### src/sv/p2av_fifo.sv
`default_nettype none

module p2av_fifo #(
    parameter int WIDTH = 8,
    parameter int DEPTH = 2
) (
    input  wire logic             clk,
    input  wire logic             rst_n,
    input  wire logic             push,
    input  wire logic [WIDTH-1:0] wdata,
    output logic                  full,
    input  wire logic             pop,
    output logic      [WIDTH-1:0] rdata,
    output logic                  empty
);

    localparam int AW = (DEPTH > 1) ? $clog2(DEPTH) : 1;
    localparam int CW = $clog2(DEPTH + 1);

    logic [WIDTH-1:0] data_reg [DEPTH];
    logic [AW-1:0]    wr_ptr_reg;
    logic [AW-1:0]    rd_ptr_reg;
    logic [CW-1:0]    count_reg;
    logic             do_push;
    logic             do_pop;

    assign full    = (count_reg == CW'(DEPTH));
    assign empty   = (count_reg == '0);
    assign do_push = push && !full;
    assign do_pop  = pop && !empty;
    assign rdata   = data_reg[rd_ptr_reg];

    // Pointers and fill level
    always_ff @(posedge clk or negedge rst_n)
    begin
        if (!rst_n)
        begin
            wr_ptr_reg <= '0;
            rd_ptr_reg <= '0;
            count_reg  <= '0;
        end
        else
        begin
            if (do_push)
            begin
                wr_ptr_reg <= (wr_ptr_reg == AW'(DEPTH - 1)) ? '0 : wr_ptr_reg + 1'b1;
            end
            if (do_pop)
            begin
                rd_ptr_reg <= (rd_ptr_reg == AW'(DEPTH - 1)) ? '0 : rd_ptr_reg + 1'b1;
            end
            if (do_push && !do_pop)
            begin
                count_reg <= count_reg + 1'b1;
            end
            else if (do_pop && !do_push)
            begin
                count_reg <= count_reg - 1'b1;
            end
        end
    end

    // Storage
    always_ff @(posedge clk)
    begin
        if (do_push)
        begin
            data_reg[wr_ptr_reg] <= wdata;
        end
    end

    // Fill level tracks the pointer distance
    a_ptr_gap: assert property (@(posedge clk) disable iff (!rst_n)
        (count_reg != '0 && count_reg != CW'(DEPTH)) |-> (wr_ptr_reg != rd_ptr_reg))
        else $error("fifo pointers collide while partly filled");

    a_count_range: assert property (@(posedge clk) disable iff (!rst_n)
        count_reg <= CW'(DEPTH))
        else $error("fifo fill level out of range");

endmodule

`default_nettype wire

### config.mk
export PLATFORM = sky130hd
export DESIGN_NAME = p2av_fifo
export DESIGN_NICKNAME = d
export VERILOG_FILES = /design/src/sv/p2av_fifo.sv
export SDC_FILE = /design/constraint.sdc
export NUM_CORES = 1
export LEC_CHECK = 0
export BUFFER_PORTS_ARGS = -buffer_cell sky130_fd_sc_hd__buf_4
export CAP_MARGIN = 5
export CORE_MARGIN = 2
export CORE_UTILIZATION = 42
export CTS_BUF_LIST = sky130_fd_sc_hd__clkbuf_8
export DETAILED_ROUTE_END_ITERATION = 8
export GPL_TIMING_DRIVEN = 0
export PLACE_DENSITY = 0.7
export SETUP_SLACK_MARGIN = 0.2
export SKIP_CTS_REPAIR_TIMING = 1
export SYNTH_ARGS = -nofsm -noshare
export SYNTH_HDL_FRONTEND = slang
export SYNTH_SLANG_ARGS = --single-unit
export TNS_END_PERCENT = 5
### constraint.sdc
create_clock -name clk -period 1.5 [get_ports clk]
set_input_delay 0.3 -clock clk [delete_from_list [all_inputs] [get_ports clk]]
set_output_delay 0.3 -clock clk [all_outputs]
set_load 0.005 [all_outputs]
==> summary.log <==
INFO  status         outcome=complete, but fails checks
INFO  status         violations=setup timing
INFO  final_layout   diodes=0
INFO  critical_path  reg2regPathDepth=7
INFO  final_layout   layout.area.seq=582um^2
INFO  die            start_util=44.8%
INFO  final_layout   flow.area_growth_from_synthesis=47.4%
INFO  timing         finalMaxSlewViolations=0
INFO  detailed_routing drt_wl_total=1340um
INFO  synthesis      synth-compound-area-share=0.640%
INFO  grt            met2_usage=20.5%
INFO  power_and_ir_drop ir_drop=1.04mV
INFO  timing         finalHoldViolations=0
INFO  detailed_routing vias=456
INFO  critical_path  r2r_end=count_reg[1]
INFO  final_layout   layout.filler_cells=147
INFO  grt            maximum_number_of_pins_on_one_net_before_global_route_repair=11
INFO  critical_path  worstReg2RegStart=count_reg[0]
INFO  timing         finalSetupViolCount=8
INFO  final_layout   leading_cell_types_in_the_layout_fill_and_taps_excluded=sky130_fd_sc_hd__edfxtp_1 (16), sky130_fd_sc_hd__buf_4 (14), sky130_fd_sc_hd__buf_6 (11), sky130_fd_sc_hd__mux2_4 (8)
INFO  synthesis      synthesis.yosys.warnings=0
INFO  critical_path  critical_path.max_fanout=5
INFO  grt            number_of_antenna_violations_at_the_first_check_in_global_routing=0
INFO  synthesis      largest_family_of_logic_cells_by_synthesized_area=multiplexers
INFO  synthesis      netlist_area=782um^2
INFO  place          hpwlAfterDp=816um
INFO  critical_path  endpoint_kind=output port
INFO  detailed_routing dr.first_iter.drc_count=2
INFO  timing         slew-limit-headroom=71.6%
INFO  timing         fin_ws=-0.0219ns
INFO  clocking       cts_num_sinks=20
INFO  detailed_routing drt-wirelength-per-cell=13.8um
INFO  synthesis      synth_xor_xnor_area_share=6.56%
INFO  synthesis      synth_simple_gate_area_share=3.84%
INFO  place          numPortBuffers=21
INFO  final_layout   multi_input_area=251um^2
INFO  synthesis      ys_seq_elements=20
INFO  timing         final.setup_skew=0.00111ns
INFO  clocking       htree_num_levels=1
INFO  clocking       clk_path_buf_depth=2
INFO  clocking       tritoncts=built
INFO  final_layout   post_route_cells_drive_above_1_share=62.5%
INFO  detailed_routing drt_antenna_net_count=0
INFO  synthesis      synth_nets=57
INFO  detailed_routing viasPerCell=4.70
INFO  synthesis      synth_cells=44
INFO  place          placement.setup.worst_slack=0.0206ns
INFO  grt            first_global_vias=383
INFO  grt            top_usage_layer=met2
INFO  critical_path  startpoint_type=flop
INFO  power_and_ir_drop post-layout-total-power=0.00220W
INFO  die            die_area=2220um^2
INFO  synthesis      synth-adder-area-share=1.60%
INFO  clocking       cts-root-buf=sky130_fd_sc_hd__clkbuf_8
INFO  die            std_cell_rows=15
INFO  run            maxCapViolCount=0
INFO  synthesis      ys_seq_area_share=74.2%
INFO  timing         fmaxAchievable=0.657GHz
INFO  hold_path      hold_path.class=in2reg
INFO  die            pin_count=22
INFO  final_layout   layout.nets=87
INFO  critical_path  worst-endpoint-required=1.20ns
INFO  final_layout   largest_register_ffs=16
INFO  die            coreArea=1750um^2
INFO  critical_path  worst-r2r-setup-slack=0.09ns
INFO  synthesis      synth.avg_cell_area=17.8um^2
INFO  clocking       worst_setup_hold_path_clk_slew=0.06ns
INFO  hold_path      min_delay_path_depth=1
INFO  synthesis      synth.mux.area_fraction=11.5%
INFO  place          gp_congestion=0.603
INFO  die            floorplan.die.height=47.2um
INFO  timing         fin_crit_sh=101%
INFO  detailed_routing route.detailed.drc=0
INFO  power_and_ir_drop power_leakage=0.490nW
INFO  synthesis      number_of_library_cell_types_mapped_by_synthesis=15
INFO  grt            track_usage=11.7%
INFO  clocking       cts_buffers=3
INFO  grt            grt_first_pass_wirelength=1640um
INFO  power_and_ir_drop power.density=1910nW/um^2
INFO  grt            groute.layer.met3.usage=4.62%
INFO  hold_path      worst_hold_launch=wdata[2]
INFO  critical_path  worst-setup-path-type=reg2out
INFO  final_layout   most_frequent_standard_cell_in_the_layout_excluding_fill_and_tap_cells=sky130_fd_sc_hd__edfxtp_1
INFO  critical_path  cp_data_arrival_time=1.22ns
INFO  timing         grt_setup_unrepaired=yes
INFO  grt            grt.met1_usage=11.1%
INFO  hold_path      min_delay_worst_endpoint=data_reg[1][2]
INFO  grt            globalRoute.totalOverflow=0
INFO  die            die_width=47.2um
INFO  timing         post-route-min-period=1.52ns
INFO  detailed_routing first_pass_iteration_count_of_the_detailed_router=4
INFO  clocking       clkLatencyLatePin=0.25ns
INFO  timing         tightestPinTransition=0.426ns
## layer usage
metal	vias to the layer above	part of all wire [%]
met2	16	51
met1	220	39
met4	0	4.1
met5	-	0
met3	5	5.9
li1	215	-
## report_power, final
group / internal [W] / total [W] / switching (W)
clock: 0.000178 / 0.000329 / 0.000151
combinational: 0.000624 / 0.000982 / 0.000359
sequential: 0.000781 / 0.000884 / 0.000103
total: 0.00158 / 0.00220 / 0.000613
## synth_stat cells (all sizes together)
master	number	area, um^2
ha	1	12.5
inv	2	7.51
nand2	1	6.26
mux2	8	90.1
xnor2	3	33.8
o21ai	1	5.00
nor2	3	11.3
xor2	2	17.5
nand2b	1	6.26
buf	1	5.00
dfrtp	4	100
and3	1	6.26
edfxtp	16	480
## metrics by stage
| stage | util (%) | instance area, um^2 | instances | hold slack (ns) | TNS (ns) |
|---|---|---|---|---|---|
| finish | 66.0 | 1150 | 97 | 0.233 | -0.121 |
| global route | 66.0 | 1150 | 97 | 0.226 | -0.421 |
| CTS | 58.1 | 1010 | 93 | -0.168 | -0.823 |
| detailed placement | 55.8 | 973 | 90 | 0.102 | 0 |
| global placement | 55.8 | 973 | 90 | 0.100 | 0 |
| floorplan | - | 785 | 44 | 0.00441 | 0 |
## cell families after synthesis
kind of cell | after synthesis
DFF | 20
AOI/OAI and AO/OA | 1
and+or+nand+nor | 6
xor gates and xnor gates | 5
buffers and inverters | 3
muxes | 8
adders and majority gates | 1
## cell type report
cell class / count / share of cell area [%]
Tap cell: 25 / 2.71
Sequential cell: 20 / 50.5
Inverter: 2 / 0.651
Timing Repair Buffer: 25 / 19.8
Clock buffer: 3 / 3.58
Multi-Input combinational cell: 21 / 21.8
Buffer: 1 / 0.977
## worst max-delay path by stage
| stage | start | endpoint | cells past startpoint |
|---|---|---|---|
| after floorplan | count_reg[0] | count_reg[1] | 6 |
| after global placement | count_reg[0] | count_reg[1] | 7 |
| after detailed placement | count_reg[0] | count_reg[1] | 6 |
| after CTS | rd_ptr_reg | rdata[2] | 3 |
| after global routing | rd_ptr_reg | rdata[5] | 3 |
| final | rd_ptr_reg | rdata[1] | 3 |
## critical path, cell delays in order (launching register included)
cell and delay [ns]:
sky130_fd_sc_hd__dfrtp_1 0.41, sky130_fd_sc_hd__buf_6 0.15, sky130_fd_sc_hd__mux2_4 0.30, sky130_fd_sc_hd__buf_6 0.12
Note: power is estimated with default switching activity, not from simulation.
