File: config.mk
export PLATFORM = sky130hd
export DESIGN_NAME = p2av_front
export DESIGN_NICKNAME = d
export VERILOG_FILES = /design/src/sv/p2av_pkg.sv /design/src/sv/p2av_front.sv
export SDC_FILE = /design/constraint.sdc
export NUM_CORES = 1
export LEC_CHECK = 0
export BUFFER_PORTS_ARGS = -buffer_cell sky130_fd_sc_hd__buf_2
export CORE_ASPECT_RATIO = 0.7
export CORE_MARGIN = 2
export CORE_UTILIZATION = 45
export DETAILED_ROUTE_END_ITERATION = 8
export PLACE_DENSITY = 0.73
export SETUP_SLACK_MARGIN = 0.3
export SYNTH_ARGS = -nofsm -noshare
export SYNTH_HDL_FRONTEND = slang
export SYNTH_SLANG_ARGS = --single-unit
export TNS_END_PERCENT = 50
File: constraint.sdc
create_clock -name clk -period 5.3 [get_ports clk]
set_input_delay 0.53 -clock clk [delete_from_list [all_inputs] [get_ports clk]]
set_output_delay 0.53 -clock clk [all_outputs]
set_load 0.02 [all_outputs]
File: src/sv/p2av_pkg.sv
`default_nettype none

package p2av_pkg;

    // Table geometry
    localparam int TABLE_KEYS_DEF = 256;
    localparam int ADDR_W         = 10;
    localparam int CHAR_W         = 8;

    // Queue depths between the stages and at the result side
    localparam int CMD_Q_DEPTH = 2;
    localparam int OUT_Q_DEPTH = 4;

    // Configuration register indexes
    localparam logic CFG_KEYPAD_APP = 1'b0;
    localparam logic CFG_SWAP_CAPS  = 1'b1;

    // Keyboard prefix and status bytes
    localparam logic [7:0] SC_EXT      = 8'hE0;
    localparam logic [7:0] SC_REL      = 8'hF0;
    localparam logic [7:0] SC_PAUSE    = 8'hE1;
    localparam logic [7:0] SC_BAT_OK   = 8'hAA;
    localparam logic [7:0] SC_ACK      = 8'hFA;
    localparam logic [7:0] SC_ECHO     = 8'hEE;
    localparam logic [7:0] SC_RESEND   = 8'hFE;
    localparam logic [7:0] SC_ERR_LO   = 8'h00;
    localparam logic [7:0] SC_ERR_HI   = 8'hFF;

    // Key codes with fixed meaning
    localparam logic [7:0] SC_CAPS     = 8'h58;
    localparam logic [7:0] SC_LCTRL    = 8'h14;
    localparam logic [7:0] SC_LSHIFT   = 8'h12;
    localparam logic [7:0] SC_RSHIFT   = 8'h59;
    localparam logic [7:0] SC_LALT     = 8'h11;
    localparam logic [7:0] SC_NUMLOCK  = 8'h77;
    localparam logic [7:0] SC_SCROLL   = 8'h7E;
    localparam logic [7:0] SC_UP       = 8'h75;
    localparam logic [7:0] SC_DOWN     = 8'h72;
    localparam logic [7:0] SC_RIGHT    = 8'h74;
    localparam logic [7:0] SC_LEFT     = 8'h6B;
    localparam logic [7:0] SC_KP_ENTER = 8'h5A;
    localparam logic [7:0] SC_KP_SLASH = 8'h4A;

    // Host characters
    localparam logic [7:0] CH_ESC      = 8'h1B;
    localparam logic [7:0] CH_CR       = 8'h0D;
    localparam logic [7:0] CH_SLASH    = 8'h2F;
    localparam logic [7:0] CH_QMARK    = 8'h3F;
    localparam logic [7:0] CH_UP       = 8'h41;
    localparam logic [7:0] CH_DOWN     = 8'h42;
    localparam logic [7:0] CH_RIGHT    = 8'h43;
    localparam logic [7:0] CH_LEFT     = 8'h44;
    localparam logic [7:0] CH_APP_M    = 8'h4D;
    localparam logic [7:0] CH_APP_P    = 8'h50;
    localparam logic [6:0] CH_LOW_A    = 7'h61;
    localparam logic [6:0] CH_LOW_Z    = 7'h7A;
    localparam logic [6:0] CH_CASE_OFS = 7'h20;

    // Prefix tracker states
    typedef enum logic [3:0] {
        PS_IDLE,
        PS_REL,
        PS_EXT,
        PS_EXT_REL,
        PS_PAUSE0,
        PS_PAUSE1,
        PS_PAUSE2,
        PS_PAUSE3,
        PS_PAUSE4,
        PS_PAUSE5,
        PS_PAUSE6
    } prefix_t;

    // Back end states
    typedef enum logic [1:0] {
        B_IDLE,
        B_READ,
        B_EMIT
    } back_state_t;

    // Work handed from front to back
    typedef enum logic [1:0] {
        CMD_WRITE,
        CMD_LOOKUP,
        CMD_EMIT
    } cmd_op_t;

    typedef struct packed {
        cmd_op_t           op;
        logic [ADDR_W-1:0] addr;
        logic [7:0]        wdata;
        logic              caps;
        logic [1:0]        cnt;
        logic [7:0]        seq0;
        logic [7:0]        seq1;
        logic [7:0]        seq2;
    } cmd_t;

    // Bytes expected after E1 in the pause sequence
    function automatic logic [7:0] pause_byte(input logic [2:0] k);
        logic [7:0] v;
        case (k)
            3'd0:    v = 8'h14;
            3'd1:    v = 8'h77;
            3'd2:    v = 8'hE1;
            3'd3:    v = 8'hF0;
            3'd4:    v = 8'h14;
            3'd5:    v = 8'hF0;
            3'd6:    v = 8'h77;
            default: v = 8'h00;
        endcase
        return v;
    endfunction

endpackage

`default_nettype wire

File: src/sv/p2av_front.sv
`default_nettype none

module p2av_front
    import p2av_pkg::*;
#(
    parameter int TABLE_KEYS = TABLE_KEYS_DEF
) (
    input  wire logic              clk,
    input  wire logic              rst_n,
    input  wire logic              item_accept,
    input  wire logic              req_type,
    input  wire logic [7:0]        scan_byte,
    input  wire logic [ADDR_W-1:0] table_addr,
    input  wire logic [7:0]        table_data,
    input  wire logic              cfg_wr_en,
    input  wire logic              cfg_index,
    input  wire logic              cfg_data,
    output logic                   cmd_push,
    output cmd_t                   cmd
);

    prefix_t    ps_reg;
    prefix_t    ps_next;
    logic       lshift_reg, lshift_next;
    logic       rshift_reg, rshift_next;
    logic       ctrl_reg, ctrl_next;
    logic       caps_reg, caps_next;
    logic       keypad_app_reg;
    logic       swap_reg;

    logic       plain_go;
    logic       ext_go;
    logic       key_rel;
    logic [7:0] mod_key;
    logic [16:0] kp;
    logic [2:0] pause_idx;

    // Keys that are swallowed as function keys
    function automatic logic is_function_key(input logic [7:0] k);
        logic hit;
        case (k)
            8'h05, 8'h06, 8'h04, 8'h0C, 8'h03, 8'h0B,
            8'h83, 8'h0A, 8'h01, 8'h09, 8'h78, 8'h07: hit = 1'b1;
            default:                                  hit = 1'b0;
        endcase
        return hit;
    endfunction

    // Keypad application sequences: {hit, first, second}; first zero means silent
    function automatic logic [16:0] keypad_seq(input logic [7:0] k);
        logic [16:0] r;
        case (k)
            8'h70:        r = {1'b1, CH_QMARK, 8'h70};
            8'h69:        r = {1'b1, CH_QMARK, 8'h71};
            8'h72:        r = {1'b1, CH_QMARK, 8'h72};
            8'h7A:        r = {1'b1, CH_QMARK, 8'h73};
            8'h6B:        r = {1'b1, CH_QMARK, 8'h74};
            8'h73:        r = {1'b1, CH_QMARK, 8'h75};
            8'h74:        r = {1'b1, CH_QMARK, 8'h76};
            8'h6C:        r = {1'b1, CH_QMARK, 8'h77};
            8'h75:        r = {1'b1, CH_QMARK, 8'h78};
            8'h7D:        r = {1'b1, CH_QMARK, 8'h79};
            8'h71:        r = {1'b1, CH_QMARK, 8'h7A};
            8'h7C:        r = {1'b1, 8'h51, 8'h00};
            8'h7B:        r = {1'b1, 8'h52, 8'h00};
            8'h77, 8'h79: r = {1'b1, 8'h00, 8'h00};
            default:      r = '0;
        endcase
        return r;
    endfunction

    function automatic cmd_t emit_cmd(input logic [1:0] n, input logic [7:0] c0,
                                      input logic [7:0] c1, input logic [7:0] c2);
        cmd_t c;
        c      = '0;
        c.op   = CMD_EMIT;
        c.cnt  = n;
        c.seq0 = c0;
        c.seq1 = c1;
        c.seq2 = c2;
        return c;
    endfunction

    assign pause_idx = 3'(ps_reg - PS_PAUSE0);
    assign mod_key   = (swap_reg && scan_byte == SC_CAPS)  ? SC_LCTRL :
                       (swap_reg && scan_byte == SC_LCTRL) ? SC_CAPS  : scan_byte;
    assign kp        = keypad_seq(scan_byte);

    // Prefix tracker next state
    always_comb
    begin
        ps_next = ps_reg;
        if (item_accept && !req_type)
        begin
            unique case (ps_reg) inside
                PS_IDLE:
                begin
                    case (scan_byte)
                        SC_EXT:   ps_next = PS_EXT;
                        SC_PAUSE: ps_next = PS_PAUSE0;
                        SC_REL:   ps_next = PS_REL;
                        default:  ps_next = PS_IDLE;
                    endcase
                end
                PS_REL, PS_EXT_REL:
                begin
                    ps_next = PS_IDLE;
                end
                PS_EXT:
                begin
                    ps_next = (scan_byte == SC_REL) ? PS_EXT_REL : PS_IDLE;
                end
                [PS_PAUSE0:PS_PAUSE6]:
                begin
                    if (ps_reg != PS_PAUSE6 && scan_byte == pause_byte(pause_idx))
                    begin
                        ps_next = prefix_t'(ps_reg + 4'd1);
                    end
                    else
                    begin
                        ps_next = PS_IDLE;
                    end
                end
                default:
                begin
                    ps_next = PS_IDLE;
                end
            endcase
        end
    end

    // Classification: command for the back end and modifier updates
    always_comb
    begin
        cmd         = '0;
        cmd_push    = 1'b0;
        lshift_next = lshift_reg;
        rshift_next = rshift_reg;
        ctrl_next   = ctrl_reg;
        caps_next   = caps_reg;
        plain_go    = 1'b0;
        ext_go      = 1'b0;
        key_rel     = 1'b0;

        if (item_accept)
        begin
            if (req_type)
            begin
                if (int'(table_addr) < TABLE_KEYS * 4)
                begin
                    cmd_push  = 1'b1;
                    cmd.op    = CMD_WRITE;
                    cmd.addr  = table_addr;
                    cmd.wdata = table_data;
                end
            end
            else
            begin
                unique case (ps_reg) inside
                    PS_REL:
                    begin
                        plain_go = 1'b1;
                        key_rel  = 1'b1;
                    end
                    PS_EXT:
                    begin
                        ext_go = (scan_byte != SC_REL);
                    end
                    PS_EXT_REL:
                    begin
                        ext_go  = 1'b1;
                        key_rel = 1'b1;
                    end
                    PS_IDLE:
                    begin
                        case (scan_byte) inside
                            SC_BAT_OK:
                            begin
                                cmd_push = 1'b1;
                                cmd      = emit_cmd(2'd1, SC_BAT_OK, 8'h00, 8'h00);
                            end
                            SC_ACK, SC_ECHO, SC_RESEND, SC_ERR_LO, SC_ERR_HI,
                            SC_EXT, SC_PAUSE, SC_REL:
                            begin
                                plain_go = 1'b0;
                            end
                            default:
                            begin
                                plain_go = 1'b1;
                            end
                        endcase
                    end
                    default:
                    begin
                        plain_go = 1'b0;
                    end
                endcase
            end
        end

        // Plain (non-extended) key
        if (plain_go)
        begin
            if (scan_byte == SC_NUMLOCK || scan_byte == SC_SCROLL)
            begin
                cmd_push = 1'b0;
            end
            else if (mod_key == SC_LSHIFT)
            begin
                lshift_next = !key_rel;
            end
            else if (mod_key == SC_RSHIFT)
            begin
                rshift_next = !key_rel;
            end
            else if (mod_key == SC_LCTRL)
            begin
                ctrl_next = !key_rel;
            end
            else if (mod_key == SC_CAPS)
            begin
                if (!key_rel)
                begin
                    caps_next = !caps_reg;
                end
            end
            else if (mod_key == SC_LALT || is_function_key(scan_byte))
            begin
                cmd_push = 1'b0;
            end
            else if (keypad_app_reg && kp[16])
            begin
                if (!key_rel && kp[15:8] != 8'h00)
                begin
                    cmd_push = 1'b1;
                    cmd      = emit_cmd((kp[7:0] != 8'h00) ? 2'd3 : 2'd2,
                                        CH_ESC, kp[15:8], kp[7:0]);
                end
            end
            else if (!key_rel && int'(scan_byte) < TABLE_KEYS)
            begin
                cmd_push = 1'b1;
                cmd.op   = CMD_LOOKUP;
                cmd.addr = {scan_byte, ctrl_reg, lshift_reg | rshift_reg};
                cmd.caps = caps_reg;
            end
        end

        // Extended key
        if (ext_go)
        begin
            case (scan_byte)
                SC_UP:
                begin
                    cmd_push = !key_rel;
                    cmd      = emit_cmd(2'd2, CH_ESC, CH_UP, 8'h00);
                end
                SC_DOWN:
                begin
                    cmd_push = !key_rel;
                    cmd      = emit_cmd(2'd2, CH_ESC, CH_DOWN, 8'h00);
                end
                SC_RIGHT:
                begin
                    cmd_push = !key_rel;
                    cmd      = emit_cmd(2'd2, CH_ESC, CH_RIGHT, 8'h00);
                end
                SC_LEFT:
                begin
                    cmd_push = !key_rel;
                    cmd      = emit_cmd(2'd2, CH_ESC, CH_LEFT, 8'h00);
                end
                SC_KP_ENTER:
                begin
                    cmd_push = !key_rel;
                    cmd      = keypad_app_reg ? emit_cmd(2'd3, CH_ESC, CH_QMARK, CH_APP_M)
                                              : emit_cmd(2'd1, CH_CR, 8'h00, 8'h00);
                end
                SC_KP_SLASH:
                begin
                    cmd_push = !key_rel;
                    cmd      = keypad_app_reg ? emit_cmd(2'd2, CH_ESC, CH_APP_P, 8'h00)
                                              : emit_cmd(2'd1, CH_SLASH, 8'h00, 8'h00);
                end
                SC_LCTRL:
                begin
                    // right control acts as caps lock only when swapped
                    if (swap_reg && !key_rel)
                    begin
                        caps_next = !caps_reg;
                    end
                end
                default:
                begin
                    cmd_push = 1'b0;
                end
            endcase
        end
    end

    // Decoder state
    always_ff @(posedge clk or negedge rst_n)
    begin
        if (!rst_n)
        begin
            ps_reg     <= PS_IDLE;
            lshift_reg <= 1'b0;
            rshift_reg <= 1'b0;
            ctrl_reg   <= 1'b0;
            caps_reg   <= 1'b0;
        end
        else
        begin
            ps_reg     <= ps_next;
            lshift_reg <= lshift_next;
            rshift_reg <= rshift_next;
            ctrl_reg   <= ctrl_next;
            caps_reg   <= caps_next;
        end
    end

    // Configuration registers
    always_ff @(posedge clk or negedge rst_n)
    begin
        if (!rst_n)
        begin
            keypad_app_reg <= 1'b0;
            swap_reg       <= 1'b0;
        end
        else if (cfg_wr_en)
        begin
            unique case (cfg_index)
                CFG_KEYPAD_APP: keypad_app_reg <= cfg_data;
                CFG_SWAP_CAPS:  swap_reg       <= cfg_data;
                default:        swap_reg       <= swap_reg;
            endcase
        end
    end

    // A table write never disturbs prefix tracking
    a_write_keeps_prefix: assert property (@(posedge clk) disable iff (!rst_n)
        (item_accept && req_type) |=> $stable(ps_reg))
        else $error("table write changed prefix state");

    // PS_PAUSE1 is only entered from the previous pause step, PS_PAUSE0
    a_pause_order: assert property (@(posedge clk) disable iff (!rst_n)
        (ps_reg == PS_PAUSE1) |-> ($past(ps_reg) == PS_PAUSE0 || $past(ps_reg) == PS_PAUSE1))
        else $error("pause sequence skipped a step");

endmodule

`default_nettype wire

==> out/qor_table.md, run 1 <==
| Quantity | Reported |
|:---|:---|
| Simple logic cell fraction of the synthesized area | 39.3% |
| # IOs | 81 |
| Floorplan die height | 62.6 um |
| Violation count after the first detailed-route iteration | 305 |
| Post-Synthesis Mean Instance Area | 6.78 um2 |
| Xor-xnor portion of the synthesized cell area | 1.19% |
| Number of clock sinks seen by CTS | 10 |
| Complex-gate fraction of the synthesized area | 30.5% |
| Bufs on Longest Clock Path | 2 |
| Area inside the core boundary | 4760 um2 |
| Worst IR drop on VDD | 138 uV |
| Number of clock buffers inserted by TritonCTS | 3 |
| Peak Freq | 0.268 GHz |
| Share of the clock period used by the worst path after layout | 70.5% |
| Headroom to the max-slew limit | 53.3% |
| Measured slew at the worst slew-check pin | 0.693 ns |
| Unrepaired setup endpoints after global routing | no |
| Congestion Overflow GR | 0 |
| Top Family by Delay on Critical Path | compound AO/OA/AOI/OAI gates |
| Post-CTS setup buffer count | 0 |
| Total count of max-transition violations in the final report | 0 |
| # resized after CTS | 0 |
| Cell area reported after detailed placement | 2500 um2 |
| Worst Hold Slack | 0.142 ns |
| Clk_lat worst skew | 0.24 ns |
| WP data arrival | 3.21 ns |
| Share of cells above drive strength 1 | 27.9% |
| Buffer and inverter count on the worst path | 2 |
| Top cell by count, worst path | buf_2 |
| Placement Rows | 21 |
| Final Core Density | 53.7% |
| Ys Warns | 0 |
| Capture instance of the worst register-to-register path | ps_reg[2] |
| Leading cell type in the layout, fill and taps excluded | buf_2 |
| Share of flip-flops with an asynchronous set or reset | 100% |
| Global placement routability congestion | 0.953 |
| Syn Inst Count | 325 |
| Total of buffers placed on input and output ports | 77 |
| Post-DP HPWL | 5320 um |
| Remaining design rule violation count | 0 |
| Initial core utilization | 46.4% |
| Number of setup violations in the final report | 0 |
| Critical path launch point type | input port |
| Nets | 417 |
| First-pass GRT wire length | 11400 um |
| Class of the worst hold path | in2async |
| Critical Path End Type | output port |
| Total via count after detailed routing | 2761 |
| Cell Chain, Critical Path | buf_2 -> or3b_4 -> o31a_1 -> o211ai_2 -> a21o_1 -> and2_4 -> nand2_4 -> o31ai_1 -> buf_2 |
| Synthesized area | 2200 um2 |
| Max-cap violations | 0 |
| Routed wire length | 7050 um |
| Drt wl/cell | 15.8 um |
| Count of antenna-violating nets left after detailed routing | 0 |
| Number of global-route vias before repair | 2278 |
| Commonest cells after routing, fill and taps aside | buf_2 (77), nand2_1 (33), nor2_1 (29) |
| Worst setup path endpoint | cmd[0] |
| Flip-flop and latch count after synthesis | 10 |
| FF-to-FF Start | ps_reg[0] |
| Worst clock skew on the final layout | 0.00101 ns |
| Seq/Total Area, Yosys | 11.4% |
| Worst setup margin | 1.56 ns |
| Number of flops mapped to enable cells by yosys | 0 |
| Initial antenna violation count | 0 |
| Depth of the most critical reg-to-reg path | 8 |
| CP Max Fanout | 31 |
| Max incr delay on CP | 0.46 ns |
| Worst slack after detailed placement | 1.66 ns |
| Main combinational cell family by area after synthesis | simple AND/OR/NAND/NOR gates |
| Data required time at the worst endpoint | 4.77 ns |
| Largest net degree at the start of global routing | 32 |
| Power per cell area | 119 nW/um2 |
| Root Buffer | clkbuf_8 |
| Area delta synth->final | 15.9% |
| Die outline area | 5480 um2 |
| Global routing usage summed across all routing layers | 25.7% |
| Number of diodes | 0 |
| Status | completed |
| Worst Path Class, Setup | in2out |
| Share of cell area taken by muxes after synthesis | 3.01% |
| Worst path slowest cell | or3b_4 |
| Number of detailed-route iterations in the first pass | 6 |
| Total count of hold-check failures in the final report | 0 |
| Number of buffers inserted for hold repair after clock tree synthesis | 0 |
| Total Neg Setup Slack | 0 ns |
| Post-DR vias/cell | 6.19 |
| Number of flip-flops under the largest register name | 4 |
| Timing startpoint of the critical path | scan_byte[4] |
| Period minus WS final | 3.74 ns |
| Static leakage | 1.22 nW |
| Clock tree from TritonCTS | yes |
| Final non-filler cell area | 2550 um2 |
| Die extent in x | 87.7 um |
| Count of distinct cell types in the synthesized netlist | 66 |
| Crit path depth | 9 |
| Total number of H-tree levels | 1 |
| Adder-cell share of the synthesized area | 3.41% |
| Setup slack on the worst flop-to-flop path | 2.61 ns |
| Flip-flop cell with the highest count after synthesis | dfrtp_1 |
| Clock edge transition at the registers on the reported setup and hold paths | 0.05 ns |
-- power breakdown --
part	switching, W	internal [W]
logic	0.0000780	0.0000442
registers	0.00000519	0.0000803
clock network	0.0000319	0.0000654
-- worst min-delay path by stage --
stage,cells after the start,end,start
global route,1,ps_reg[1],rst_n
detailed placement,1,ps_reg[3],rst_n
floorplan,0,caps_reg,rst_n
global placement,1,ps_reg[3],rst_n
finish,1,ps_reg[0],rst_n
CTS,1,lshift_reg,rst_n
-- per-stage QoR --
stage               cells  power, W
floorplan             327  0.000173
global placement      442  0.000205
detailed placement    442  0.000206
CTS                   446  0.000305
global route          446  0.000326
finish                446  0.000305
-- area by class of cell --
cell class / instances / area [um2]
Fill cell: 476 / 2200
Multi-Input combinational cell: 271 / 1720
Timing Repair Buffer: 78 / 393
Sequential cell: 10 / 250
Tap cell: 69 / 86.3
Clock buffer: 4 / 55.1
Inverter: 14 / 52.6
-- kinds of logic after synthesis --
group                      Yosys count
and+or+nand+nor                    155
AOI/OAI and AO/OA                   98
buffers and inverters               46
DFF                                 10
adders and majority gates            6
muxes                                6
xor gates and xnor gates             3
other                                1
-- Yosys cell counts, drive strengths merged, types with 4 or more instances --
library cell	n	share of area (%)
a21oi	18	4.3
nor2	30	5.4
o211ai	4	1.6
nand3	12	2.7
nand4	6	1.7
o22ai	4	1.1
mux2	5	2.6
a31o	4	1.6
a31oi	4	1.1
nor2b	7	2.0
nand4b	4	1.6
dfrtp	10	11
a211oi	5	1.7
clkbuf	9	1.5
and3	12	3.4
a22oi	8	2.7
inv	13	2.2
nor3	10	2.3
o21ai	28	6.4
buf	23	7.2
ha	6	3.4
nand2	34	6.1
nand2b	10	2.8
-- per-layer routing --
metal  track usage, %  routed length, um  vias up
met5                0                  0        -
met4             6.35                 65        0
met3             2.64                744        9
met2             35.2               2870      172
met1             41.7               3370     1272
li1                 -                  -     1308
Power figures use the tool's default switching activity.
==> run 2, diff against run 1 <==
--- a/config.mk
+++ b/config.mk
@@ -5,6 +5,7 @@
 export SDC_FILE = /design/constraint.sdc
 export NUM_CORES = 1
 export LEC_CHECK = 0
+export ABC_AREA = 1
 export BUFFER_PORTS_ARGS = -buffer_cell sky130_fd_sc_hd__buf_2
 export CORE_ASPECT_RATIO = 0.7
 export CORE_MARGIN = 2
==> constraint.sdc (replaced) <==
create_clock -name clk -period 3.8 [get_ports clk]
set_input_delay 0.38 -clock clk [delete_from_list [all_inputs] [get_ports clk]]
set_output_delay 0.38 -clock clk [all_outputs]
set_load 0.02 [all_outputs]
==> out/qor_table.md, run 2 <==
| Quantity | Reported |
|:---|:---|
| Congestion Overflow GR | 0 |
| Critical Path End Type | output port |
| CP Max Fanout | 11 |
| Worst Hold Slack | 0.368 ns |
| Flip-flop and latch count after synthesis | 10 |
| Worst path slowest cell | dfrtp_1 |
| Data required time at the worst endpoint | 3.42 ns |
| Flip-flop cell with the highest count after synthesis | dfrtp_1 |
| Share of flip-flops with an asynchronous set or reset | 100% |
| Part of the total power dissipated in sequential elements | 31.6% |
| Cell type with the largest total area after synthesis | nand2_1 |
| Post-CTS setup buffer count | 0 |
| Number of setup violations in the final report | 0 |
| Number of global-route vias before repair | 2249 |
| Most frequent cell after synthesis | nand2_1 |
| Max-cap violations | 0 |
| Root Buffer | clkbuf_8 |
| Initial antenna violation count | 0 |
| Area inside the core boundary | 4450 um2 |
| Total number of H-tree levels | 1 |
| Power dissipated by switching net loads | 0.000149 W |
| Critical path launch point type | flip-flop |
| Peak Freq | 0.311 GHz |
| Number of clock sinks seen by CTS | 10 |
| Total via count after detailed routing | 2799 |
| Clk_lat worst skew | 0.23 ns |
| Die extent in x | 86.2 um |
| Placement Rows | 20 |
| Initial core utilization | 47.8% |
| Global placement routability congestion | 1.02 |
| Status | completed |
| First-pass GRT wire length | 10400 um |
| Post-DR vias/cell | 5.23 |
| Worst hold path cell count | 2 |
| Worst clock skew on the final layout | 0.00196 ns |
| Nets | 521 |
| Number of diodes | 0 |
| Final non-filler cell area | 2510 um2 |
| Share of cells above drive strength 1 | 22.5% |
| Number of detailed-route iterations in the first pass | 5 |
| Post-DP HPWL | 5480 um |
| Number of buffers inserted for hold repair after clock tree synthesis | 1 |
| Bufs on Longest Clock Path | 2 |
| Total of buffers placed on input and output ports | 77 |
| Die outline area | 5310 um2 |
| Clock edge transition at the registers on the reported setup and hold paths | 0.04 ns |
| Global routing usage summed across all routing layers | 24.6% |
| Commonest cells in the netlist | nand2_1 (155), nor2_1 (63), inv_1 (50), nand3_1 (23), o21ai_0 (22) |
| Number of flip-flops under the largest register name | 4 |
| # resized after CTS | 0 |
| Area delta synth->final | 18.1% |
| Syn Inst Count | 414 |
| Synthesized area | 2130 um2 |
| Share of the clock period used by the worst path after layout | 84.5% |
| Worst Path Class, Setup | reg2out |
| Depth of the most critical reg-to-reg path | 11 |
| Largest net degree at the start of global routing | 16 |
| Net switching fraction of the power | 39.3% |
| Remaining design rule violation count | 0 |
| Floorplan die height | 61.6 um |
| Top cell by count, worst path | nand2_1 |
| Leading cell type in the layout, fill and taps excluded | nand2_1 |
| Fillcell total | 454 |
| Final Non-Filler Cells | 535 |
| Proportion of power drawn by the clock network | 28.0% |
| Count of distinct cell types in the synthesized netlist | 33 |
| Violation count after the first detailed-route iteration | 266 |
| Max incr delay on CP | 0.41 ns |
| Commonest cells after routing, fill and taps aside | nand2_1 (155), buf_2 (77), nor2_1 (63) |
| Drt wl/cell | 12.3 um |
| WP data arrival | 2.83 ns |
| Area used by sequential logic in the layout | 250 um2 |
| Class of the worst hold path | in2reg |
| Routed wire length | 6590 um |
| Unrepaired setup endpoints after global routing | no |
| # IOs | 81 |
| Static leakage | 1.56 nW |
| Number of clock buffers inserted by TritonCTS | 3 |
| Cell area reported after detailed placement | 2460 um2 |
| Overall power after layout | 0.000380 W |
| Gate power share | 40.4% |
| Worst IR drop on VDD | 202 uV |
| Number of flops mapped to enable cells by yosys | 0 |
| Power per cell area | 151 nW/um2 |
| Headroom to the max-slew limit | 65.6% |
| Placed Cells | 531 |
| Seq/Total Area, Yosys | 11.8% |
| Total count of hold-check failures in the final report | 0 |
| Period minus WS final | 3.21 ns |
| Area of the multi-input gates | 1550 um2 |
| Ys Warns | 0 |
| Total count of max-transition violations in the final report | 0 |
| Design internal power | 0.000231 W |
| Measured slew at the worst slew-check pin | 0.512 ns |
| Portion of synthesized cell area occupied by the leading cell type | 27.3% |
| Post-Synthesis Mean Instance Area | 5.14 um2 |
| Most area-consuming cells after synthesis | nand2_1 (27%), dfrtp_1 (12%), nor2_1 (11%) |
| Cell Chain, Critical Path | inv_1 -> ha_1 -> inv_1 -> nor2_2 -> o21ai_0 -> nor2_1 -> nand2_1 -> nand2_1 -> nand3_1 -> nor2_4 -> nand2_2 -> nor2_2 -> nand2_1 -> nand2_1 -> buf_2 |
| Count of antenna-violating nets left after detailed routing | 0 |
| Total Neg Setup Slack | 0 ns |
| Clock tree from TritonCTS | yes |
==> run 2: cell type report <==
| class | instances | area share (%) |
|---|---|---|
| Clock buffer | 3 | 1.64 |
| Inverter | 55 | 8.21 |
| Multi-Input combinational cell | 333 | 61.4 |
| Sequential cell | 10 | 9.95 |
| Tap cell | 55 | 2.74 |
| Timing Repair Buffer | 79 | 16.0 |
==> run 2: logic make-up after synthesis <==
logic type      count (synthesis)  share of synthesized area [%]
simple gates                  279                           56.2
other cells                     1                          0.176
fa+ha+maj                       6                           3.53
flops                          10                           11.8
xor+xnor                        2                          0.823
buf+inv                        73                           16.0
compound gates                 43                           11.5
==> run 2: worst max-delay path: cells and delay by family (launching register included) <==
kind	cells	cell delay (ns)
simple gates	10	1.49
flops	1	0.41
buf+inv	3	0.39
fa+ha+maj	1	0.18
compound gates	1	0.13
==> run 2: power by group through the flow <==
stage               sequential, W  combinational, W  clock [W]
floorplan                0.000119          0.000109          0
global placement         0.000121          0.000152          0
detailed placement       0.000121          0.000151          0
CTS                      0.000120          0.000153   0.000112
global route             0.000120          0.000171   0.000116
finish                   0.000120          0.000153   0.000107
==> run 2: stage by stage <==
stage                     setup slack (ns)  util, %
after floorplan                       1.27        -
after detailed placement             0.859     55.3
final                                0.589     56.5
after CTS                            0.648     56.5
after global routing                 0.386     56.5
after global placement               0.808     55.3
==> run 2: routing by layer <==
metal,track usage [%],vias to the layer above,routed length (um)
met4,4.91,0,59
met2,35.7,159,2560
met1,38.6,1216,3250
li1,-,1419,-
met5,0,-,0
met3,3.22,5,719
==> run 2: worst paths after layout <==
check | startpoint | endpoint | slack [ns]
min | cfg_wr_en | keypad_app_reg | 0.37
max | ps_reg[0] | cmd[36] | 0.59
min reg2reg | lshift_reg | lshift_reg | 0.49
max reg2reg | ps_reg[0] | ps_reg[1] | 1.59
max in group asynchronous | rst_n | ps_reg[3] | 3.10
min in group asynchronous | rst_n | lshift_reg | 0.52
